[src/hdl/pse_pkg.sv]
// pse_pkg: shared constants, token and result types, mode, status and state codes
// for the postfix stack evaluator. Depends on nothing.
package pse_pkg;

    localparam int STACK_DEPTH = 16;
    localparam int WORD_W      = 32;
    localparam int MODE_W      = 3;
    localparam int DEPTH_OUT_W = 5;
    localparam int STATUS_W    = 2;
    localparam int CNT_W       = $clog2(STACK_DEPTH + 1);
    localparam int ADDR_W      = $clog2(STACK_DEPTH);
    localparam int DIV_CNT_W   = $clog2(WORD_W);

    typedef enum logic [MODE_W-1:0] {
        MODE_PUSH   = 3'd0,
        MODE_ADD    = 3'd1,
        MODE_SUB    = 3'd2,
        MODE_MUL    = 3'd3,
        MODE_DIV    = 3'd4,
        MODE_FINISH = 3'd5
    } t_mode;

    typedef enum logic [STATUS_W-1:0] {
        ST_OK    = 2'd0,
        ST_UNDER = 2'd1,
        ST_OVER  = 2'd2,
        ST_DIVZ  = 2'd3
    } t_status;

    typedef enum logic [2:0] {
        S_IDLE,
        S_DECODE,
        S_READ,
        S_DIV,
        S_EMIT
    } t_state;

    typedef struct packed {
        logic [MODE_W-1:0]        mode;
        logic signed [WORD_W-1:0] operand;
    } t_in;

    typedef struct packed {
        logic signed [WORD_W-1:0] top_value;
        logic [DEPTH_OUT_W-1:0]   depth;
        logic [STATUS_W-1:0]      status;
    } t_out;

endpackage

[src/hdl/pse_stack_ram.sv]
// pse_stack_ram: stack entry storage, one write port and one read port with
// registered read data. Depends on pse_pkg.
module pse_stack_ram import pse_pkg::*; (
    input  logic              i_clk,
    input  logic              i_wr_en,
    input  logic [ADDR_W-1:0] i_wr_addr,
    input  logic [WORD_W-1:0] i_wr_data,
    input  logic              i_rd_en,
    input  logic [ADDR_W-1:0] i_rd_addr,
    output logic [WORD_W-1:0] o_rd_data
);

    logic [WORD_W-1:0] r_mem [STACK_DEPTH];
    logic [WORD_W-1:0] r_rd_data;

    always_ff @(posedge i_clk) begin
        if (i_wr_en) begin
            r_mem[i_wr_addr] <= i_wr_data;
        end
    end

    always_ff @(posedge i_clk) begin
        if (i_rd_en) begin
            r_rd_data <= r_mem[i_rd_addr];
        end
    end

    assign o_rd_data = r_rd_data;

endmodule

[src/hdl/pse_divider.sv]
// pse_divider: signed division truncating toward zero, restoring, one quotient
// bit per cycle on magnitudes. Depends on pse_pkg.
module pse_divider import pse_pkg::*; (
    input  logic              i_clk,
    input  logic              i_rst_n,
    input  logic              i_start,
    input  logic [WORD_W-1:0] i_dividend,
    input  logic [WORD_W-1:0] i_divisor,
    output logic              o_done,
    output logic [WORD_W-1:0] o_quotient
);

    logic                 r_busy;
    logic                 r_done;
    logic [DIV_CNT_W-1:0] r_cnt;
    logic [WORD_W:0]      r_rem;
    logic [WORD_W-1:0]    r_quo;
    logic [WORD_W-1:0]    r_dvs;
    logic                 r_neg;

    logic [WORD_W:0]      w_shift;
    logic [WORD_W:0]      w_diff;
    logic [WORD_W-1:0]    w_abs_a;
    logic [WORD_W-1:0]    w_abs_b;

    assign w_abs_a = i_dividend[WORD_W-1] ? (WORD_W'(0) - i_dividend) : i_dividend;
    assign w_abs_b = i_divisor[WORD_W-1]  ? (WORD_W'(0) - i_divisor)  : i_divisor;
    assign w_shift = {r_rem[WORD_W-1:0], r_quo[WORD_W-1]};
    assign w_diff  = w_shift - {1'b0, r_dvs};

    always_ff @(posedge i_clk) begin
        if (!i_rst_n) begin
            r_busy <= 1'b0;
            r_done <= 1'b0;
            r_cnt  <= '0;
        end else begin
            r_done <= 1'b0;
            if (i_start) begin
                r_busy <= 1'b1;
                r_cnt  <= DIV_CNT_W'(WORD_W - 1);
            end else if (r_busy) begin
                if (r_cnt == '0) begin
                    r_busy <= 1'b0;
                    r_done <= 1'b1;
                end else begin
                    r_cnt <= r_cnt - DIV_CNT_W'(1);
                end
            end
        end
    end

    always_ff @(posedge i_clk) begin
        if (i_start) begin
            r_rem <= '0;
            r_quo <= w_abs_a;
            r_dvs <= w_abs_b;
            r_neg <= i_dividend[WORD_W-1] ^ i_divisor[WORD_W-1];
        end else if (r_busy) begin
            if (!w_diff[WORD_W]) begin
                r_rem <= w_diff;
                r_quo <= {r_quo[WORD_W-2:0], 1'b1};
            end else begin
                r_rem <= w_shift;
                r_quo <= {r_quo[WORD_W-2:0], 1'b0};
            end
        end
    end

    assign o_done     = r_done;
    assign o_quotient = r_neg ? (WORD_W'(0) - r_quo) : r_quo;

endmodule

[src/hdl/postfix_stack_evaluator.sv]
// Postfix stack evaluator: takes one reverse Polish token per transfer (push an
// operand, add, subtract, multiply, divide, or finish and pop) and gives one result
// transfer per token: the new top (the popped value on finish, zero when the stack
// is empty), the depth and a status (ok, underflow, overflow, divide by zero).
// Errors leave the stack unchanged; arithmetic wraps at 32 bits and division
// truncates toward zero. One token is worked at a time. A push, an error, an
// ignored mode and a finish that empties the stack go from decode straight to
// commit. Add, subtract, multiply, divide and a finish that leaves entries behind
// first read the entry below the top from the stack memory, whose read data is
// registered; divide then waits on the restoring divider, which retires one
// quotient bit per cycle. The next token is taken once the commit of the last one
// is done. A waiting result does not hold off the next token: it is only the
// commit of that token that waits for the output register to free. No clearing
// pass is needed after reset.
// Depends on pse_pkg, pse_stack_ram and pse_divider.
module postfix_stack_evaluator import pse_pkg::*; (
    input  logic i_clk,
    input  logic i_rst_n,
    input  logic i_in_valid,
    output logic o_in_ready,
    input  t_in  i_in,
    output logic o_out_valid,
    input  logic i_out_ready,
    output t_out o_out
);

    // control state
    t_state            r_state,     n_state;
    logic [CNT_W-1:0]  r_count,     n_count;
    logic              r_out_valid, n_out_valid;
    // payload
    t_in               r_in,        n_in;
    logic [WORD_W-1:0] r_top,       n_top;     // cached copy of the top entry
    logic [WORD_W-1:0] r_lhs,       n_lhs;     // entry below the top, once read
    logic [WORD_W-1:0] r_res,       n_res;
    t_status           r_status,    n_status;
    t_out              r_out,       n_out;

    // memory and divider hookup
    logic              w_wr_en;
    logic [ADDR_W-1:0] w_wr_addr;
    logic [WORD_W-1:0] w_wr_data;
    logic              w_rd_en;
    logic [WORD_W-1:0] w_rd_data;
    logic              w_div_start;
    logic              w_div_done;
    logic [WORD_W-1:0] w_quotient;

    logic [WORD_W-1:0] w_topz;
    logic [ADDR_W-1:0] w_below;
    logic [WORD_W-1:0] w_prod;
    logic              w_commit_ok;

    assign w_topz      = (r_count == '0) ? '0 : r_top;
    assign w_below     = ADDR_W'(r_count - CNT_W'(2));
    assign w_prod      = w_rd_data * r_top;     // low word only, sign-agnostic
    assign w_commit_ok = (r_status == ST_OK);

    pse_stack_ram u_ram (
        .i_clk     (i_clk),
        .i_wr_en   (w_wr_en),
        .i_wr_addr (w_wr_addr),
        .i_wr_data (w_wr_data),
        .i_rd_en   (w_rd_en),
        .i_rd_addr (w_below),
        .o_rd_data (w_rd_data)
    );

    pse_divider u_div (
        .i_clk      (i_clk),
        .i_rst_n    (i_rst_n),
        .i_start    (w_div_start),
        .i_dividend (w_rd_data),
        .i_divisor  (r_top),
        .o_done     (w_div_done),
        .o_quotient (w_quotient)
    );

    always_ff @(posedge i_clk) begin
        if (!i_rst_n) begin
            r_state     <= S_IDLE;
            r_count     <= '0;
            r_out_valid <= 1'b0;
        end else begin
            r_state     <= n_state;
            r_count     <= n_count;
            r_out_valid <= n_out_valid;
        end
    end

    always_ff @(posedge i_clk) begin
        r_in     <= n_in;
        r_top    <= n_top;
        r_lhs    <= n_lhs;
        r_res    <= n_res;
        r_status <= n_status;
        r_out    <= n_out;
    end

    always_comb begin
        n_state     = r_state;
        n_count     = r_count;
        n_in        = r_in;
        n_top       = r_top;
        n_lhs       = r_lhs;
        n_res       = r_res;
        n_status    = r_status;
        n_out       = r_out;
        n_out_valid = r_out_valid;
        o_in_ready  = 1'b0;
        w_wr_en     = 1'b0;
        w_wr_addr   = w_below;
        w_wr_data   = r_res;
        w_rd_en     = 1'b0;
        w_div_start = 1'b0;

        // output register drains independently of the token in work
        if (r_out_valid && i_out_ready) begin
            n_out_valid = 1'b0;
        end

        case (r_state)
            S_IDLE: begin
                o_in_ready = 1'b1;
                if (i_in_valid) begin
                    n_in    = i_in;
                    n_state = S_DECODE;
                end
            end

            S_DECODE: begin
                n_state  = S_EMIT;
                n_status = ST_OK;
                case (r_in.mode)
                    MODE_PUSH: begin
                        if (r_count == CNT_W'(STACK_DEPTH)) begin
                            n_status = ST_OVER;
                            n_res    = r_top;
                        end else begin
                            n_res = r_in.operand;
                        end
                    end
                    MODE_ADD, MODE_SUB, MODE_MUL, MODE_DIV: begin
                        if (r_count < CNT_W'(2)) begin
                            n_status = ST_UNDER;
                            n_res    = w_topz;
                        end else if (r_in.mode == MODE_DIV && r_top == '0) begin
                            n_status = ST_DIVZ;
                            n_res    = r_top;
                        end else begin
                            w_rd_en = 1'b1;
                            n_state = S_READ;
                        end
                    end
                    MODE_FINISH: begin
                        if (r_count == '0) begin
                            n_status = ST_UNDER;
                            n_res    = '0;
                        end else begin
                            n_res = r_top;
                            // fetch the new top so the cache stays right after the pop
                            if (r_count >= CNT_W'(2)) begin
                                w_rd_en = 1'b1;
                                n_state = S_READ;
                            end
                        end
                    end
                    default: begin
                        n_res = w_topz;     // unused modes leave everything alone
                    end
                endcase
            end

            S_READ: begin
                n_lhs   = w_rd_data;
                n_state = S_EMIT;
                case (r_in.mode)
                    MODE_ADD: n_res = w_rd_data + r_top;
                    MODE_SUB: n_res = w_rd_data - r_top;
                    MODE_MUL: n_res = w_prod;
                    MODE_DIV: begin
                        w_div_start = 1'b1;
                        n_state     = S_DIV;
                    end
                    default: begin
                        // finish: popped value already in r_res
                    end
                endcase
            end

            S_DIV: begin
                if (w_div_done) begin
                    n_res   = w_quotient;
                    n_state = S_EMIT;
                end
            end

            S_EMIT: begin
                if (!r_out_valid || i_out_ready) begin
                    if (w_commit_ok) begin
                        case (r_in.mode)
                            MODE_PUSH: begin
                                w_wr_en   = 1'b1;
                                w_wr_addr = ADDR_W'(r_count);
                                w_wr_data = r_in.operand;
                                n_top     = r_in.operand;
                                n_count   = r_count + CNT_W'(1);
                            end
                            MODE_ADD, MODE_SUB, MODE_MUL, MODE_DIV: begin
                                w_wr_en = 1'b1;
                                n_top   = r_res;
                                n_count = r_count - CNT_W'(1);
                            end
                            MODE_FINISH: begin
                                n_top   = r_lhs;
                                n_count = r_count - CNT_W'(1);
                            end
                            default: begin
                            end
                        endcase
                    end
                    n_out.top_value = r_res;
                    n_out.depth     = DEPTH_OUT_W'(n_count);
                    n_out.status    = r_status;
                    n_out_valid     = 1'b1;
                    n_state         = S_IDLE;
                end
            end

            default: begin
                n_state = S_IDLE;
            end
        endcase
    end

    assign o_out_valid = r_out_valid;
    assign o_out       = r_out;

    // a new result only ever appears from the commit step
    a_out_from_emit: assert property (@(posedge i_clk) disable iff (!i_rst_n)
        $rose(r_out_valid) |-> $past(r_state == S_EMIT))
        else $error("result raised outside commit");

    // the depth only moves at commit
    a_count_at_emit: assert property (@(posedge i_clk) disable iff (!i_rst_n)
        ($past(i_rst_n) && r_count != $past(r_count)) |-> $past(r_state == S_EMIT))
        else $error("stack depth changed outside commit");

    // the divider reports only to a token waiting on it
    a_div_done_waited: assert property (@(posedge i_clk) disable iff (!i_rst_n)
        w_div_done |-> (r_state == S_DIV))
        else $error("divider finished with no divide pending");

    // depth never passes the capacity
    a_count_bound: assert property (@(posedge i_clk) disable iff (!i_rst_n)
        r_count <= CNT_W'(STACK_DEPTH))
        else $error("stack depth beyond capacity");

endmodule
[config.mk]
export PLATFORM = sky130hd
export DESIGN_NAME = postfix_stack_evaluator
export DESIGN_NICKNAME = d
export VERILOG_FILES = /design/src/hdl/pse_pkg.sv /design/src/hdl/pse_stack_ram.sv /design/src/hdl/pse_divider.sv /design/src/hdl/postfix_stack_evaluator.sv
export SDC_FILE = /design/constraint.sdc
export NUM_CORES = 2
export LEC_CHECK = 0
export BUFFER_PORTS_ARGS = -buffer_cell sky130_fd_sc_hd__buf_2
export CORE_UTILIZATION = 66
export CTS_BUF_LIST = sky130_fd_sc_hd__clkbuf_2 sky130_fd_sc_hd__clkbuf_4 sky130_fd_sc_hd__clkbuf_8
export CTS_CLUSTER_DIAMETER = 120
export DETAILED_ROUTE_END_ITERATION = 6
export GPL_TIMING_DRIVEN = 0
export PLACE_DENSITY = 0.83
export SETUP_SLACK_MARGIN = 0.4
export SYNTH_ARGS = -nofsm -noshare
export SYNTH_HDL_FRONTEND = slang
export SYNTH_SLANG_ARGS = --single-unit
[constraint.sdc]
create_clock -name i_clk -period 8.7 [get_ports i_clk]
set_input_delay 1.305 -clock i_clk [delete_from_list [all_inputs] [get_ports i_clk]]
set_output_delay 1.305 -clock i_clk [all_outputs]
set_load 0.02 [all_outputs]
==> out/metrics.yaml <==
multi_input_area_sq_um: 26690
skew_ns: 0.05769
clock-sinks: 829
yosysSeqAreaShare_pct: 45.63
dp_cells: 5525
drt_iter0_markers: 5529
outcome: "finished, violations left"
slowest_delay_ns: 0.56
syn-num-nets: 5010
drv_slew: 0
netlist_area_sq_um: 53510
ys_ff_latch: 829
final_antenna_net_count: 0
arrival_ns: 8.91
cts_buffer_depth: 3
grt_use_total_pct: 46.08
firstDrtPassIters: 7
synth.distinct_cells: 75
post-route-drc-count: 96
hold_class: "reg2reg"
cts_buffers: 131
synth-edff-count: 781
drt-total-wl_um: 185300
holdWs_ns: 0.5015
synthArstFlopShare_pct: 0
clk_latency_ns: 0.83
grt_antenna_before_repair: 11
nets: 5278
chipWidth_um: 286.7
setup-tns-final_ns: 0
finish.utilization_pct: 73.51
r2r_setup_slack_ns: 0.40
register_area_sq_um: 24410
die_h_um: 286.7
synthTopCellsByCount: "edfxtp_1 (781), nand2_1 (556), inv_1 (446)"
avgRoutedWirePerCell_um: 31.98
grt_max_degree: 40
netlist.area_leader.share_pct: 43.83
grt_pass1_wl_um: 266000
n_fill_cell: 5112
grt_pass1_vias: 40002
worstSetupStartpointType: "register"
max_freq_ghz: 0.1205
crit_fanout: 10
rows: 104
synth_most_common_cell: "edfxtp_1"
layout-drive-gt1-share_pct: 13.84
cts_root_buf: "clkbuf_8"
slowest_stage: "fa_1"
hold_violations: 0
synth_area_leaders: "edfxtp_1 (44%), fa_1 (15%), mux4_2 (6.7%)"
start_util_pct: 66.54
final_cells: 5796
placed_cell_area_sq_um: 55820
ys_warn_count: 0
stdcell_area_sq_um: 59110
synth_top_area_cell: "edfxtp_1"
vdd_ir_drop_max_v: 0.0001848
cts_tree: "built"
gp_congestion: 1.110
crit_required_ns: 9.31
violations: "DRC"
io_pins: 80
grt_remaining_overflow: 0
cts.clk_slew.worst_paths_ns: 0.06
rsz0062_at_grt: "yes"
critPathKind: "reg2reg"
drv_cap: 0
worstSetupEndpointType: "register"
die-area_sq_um: 82220
path_common_cell: "fa_1"
port_buffers: 79
coreArea_sq_um: 80420
via_per_inst: 6.816
syn2layout_area_growth_pct: 10.47
period_share_pct: 95.38
dpl.hpwl_um: 133500
setup_viol: 0
htreeDepth: 4
via_count: 39505
min_period_ns: 8.298
synth_cells: 4364
synthFlopType: "edfxtp_1"
p_leak_uw: 0.02322
worst_slew_margin_rel_pct: 11.45
worst_slew_pin_slew_ns: 1.328
power.density_nw_per_um2: 166.1
avgSynthCellArea_sq_um: 12.26
[kinds of logic (layout without fill, tap and decap cells)]
family	after synthesis	in the layout	synth area share [%]
AND/OR/NAND/NOR	1195	1195	10.85
flip-flops	829	829	45.63
buffers and inverters	699	1067	4.913
adder cells (fa/ha/maj)	607	607	19.96
AO/OA/AOI/OAI	578	578	7.006
XOR/XNOR	268	268	4.387
multiplexers	188	188	7.258
other	0	4	0
[per-layer routing]
| layer | part of all wire (%) | up-vias | global-route usage (%) |
|---|---|---|---|
| met5 | 0.032 | - | 0 |
| met2 | 45 | 3627 | 70.01 |
| met1 | 32 | 19162 | 55.63 |
| li1 | - | 15690 | - |
| met3 | 14 | 1016 | 14.57 |
| met4 | 9.2 | 10 | 34.19 |
[final cells by class]
class                   instances  share of cell area, %
clock buffers                 170                  3.577
diodes                          4                0.01693
clock inverters                63                 0.9758
multi-input cells            2836                  45.16
plain buffers                 253                  2.036
inverters                     446                  2.832
well taps                    1060                  2.244
repair buffers                135                  1.858
flip-flops and latches        829                  41.30
[flip-flops by register name, indices dropped and copies added, names as in the netlist]
name             flops
u_div.r_dvs         32
r_status             2
u_div.r_cnt          5
o_out_valid          1
u_div.r_neg          1
u_div.o_done         1
r_res               32
u_div.r_busy         1
r_state              3
r_lhs               32
r_count              5
r_top               32
u_ram.r_mem        512
o_out               39
u_div.r_quo         32
r_in                35
u_div.r_rem         32
u_ram.o_rd_data     32
[cell usage in the layout, fill, tap and decap left out, types with 47 or more instances in the layout]
| cell type | instances |
|---|---|
| mux4_2 | 160 |
| and2_1 | 318 |
| edfxtp_1 | 781 |
| buf_2 | 99 |
| dfxtp_1 | 48 |
| clkbuf_1 | 133 |
| clkbuf_4 | 60 |
| fa_1 | 411 |
| o21ai_0 | 139 |
| clkbuf_8 | 134 |
| nand2_1 | 556 |
| ha_1 | 194 |
| a21oi_1 | 121 |
| a22oi_1 | 47 |
| xor2_1 | 120 |
| nor2_1 | 95 |
| xnor2_1 | 146 |
| inv_1 | 444 |
[path summary, 6_finish.rpt]
| path | cells after the start | startpoint | to |
|---|---|---|---|
| max reg2reg | 25 | r_top[1]$_DFFE_PP_ | r_res[31]$_DFFE_PP_ |
| min | 2 | u_div.r_rem[13]$_SDFFE_PP0P_ | u_div.r_rem[13]$_SDFFE_PP0P_ |
| max | 25 | r_top[1]$_DFFE_PP_ | r_res[31]$_DFFE_PP_ |
| min reg2reg | 2 | u_div.r_rem[13]$_SDFFE_PP0P_ | u_div.r_rem[13]$_SDFFE_PP0P_ |
[power breakdown]
group	total [uW]	leakage [uW]	switching [uW]	internal [uW]
clock	3480	0.00141	1710	1770
sequential	4460	0.00747	60.0	4400
combinational	1880	0.0143	1170	710
[timing repair]
item,4_1_cts,5_1_grt
setup buffers,4,30
pin swaps,0,6
setup endpoints to repair,16,12
cloned,0,0
gates resized for setup,80,182
hold buffers,0,0
[through the flow]
step | total power, uW | worst slack, ns
floorplan | 5683 | 1.586
global placement | 6245 | -1.156
detailed placement | 6279 | -0.9368
CTS | 9688 | 0.3043
global route | 10060 | 0.3689
finish | 9821 | 0.4019
[worst max-delay path: cells and delay by family (launching register included)]
| family | cells | cell delay [ns] |
|---|---|---|
| XOR/XNOR | 1 | 0.36 |
| buffers and inverters | 6 | 1.41 |
| AND/OR/NAND/NOR | 4 | 0.57 |
| adder cells (fa/ha/maj) | 8 | 3.99 |
| flip-flops | 1 | 0.34 |
| AO/OA/AOI/OAI | 6 | 1.45 |
No activity file was read; power rests on OpenSTA's default activity.
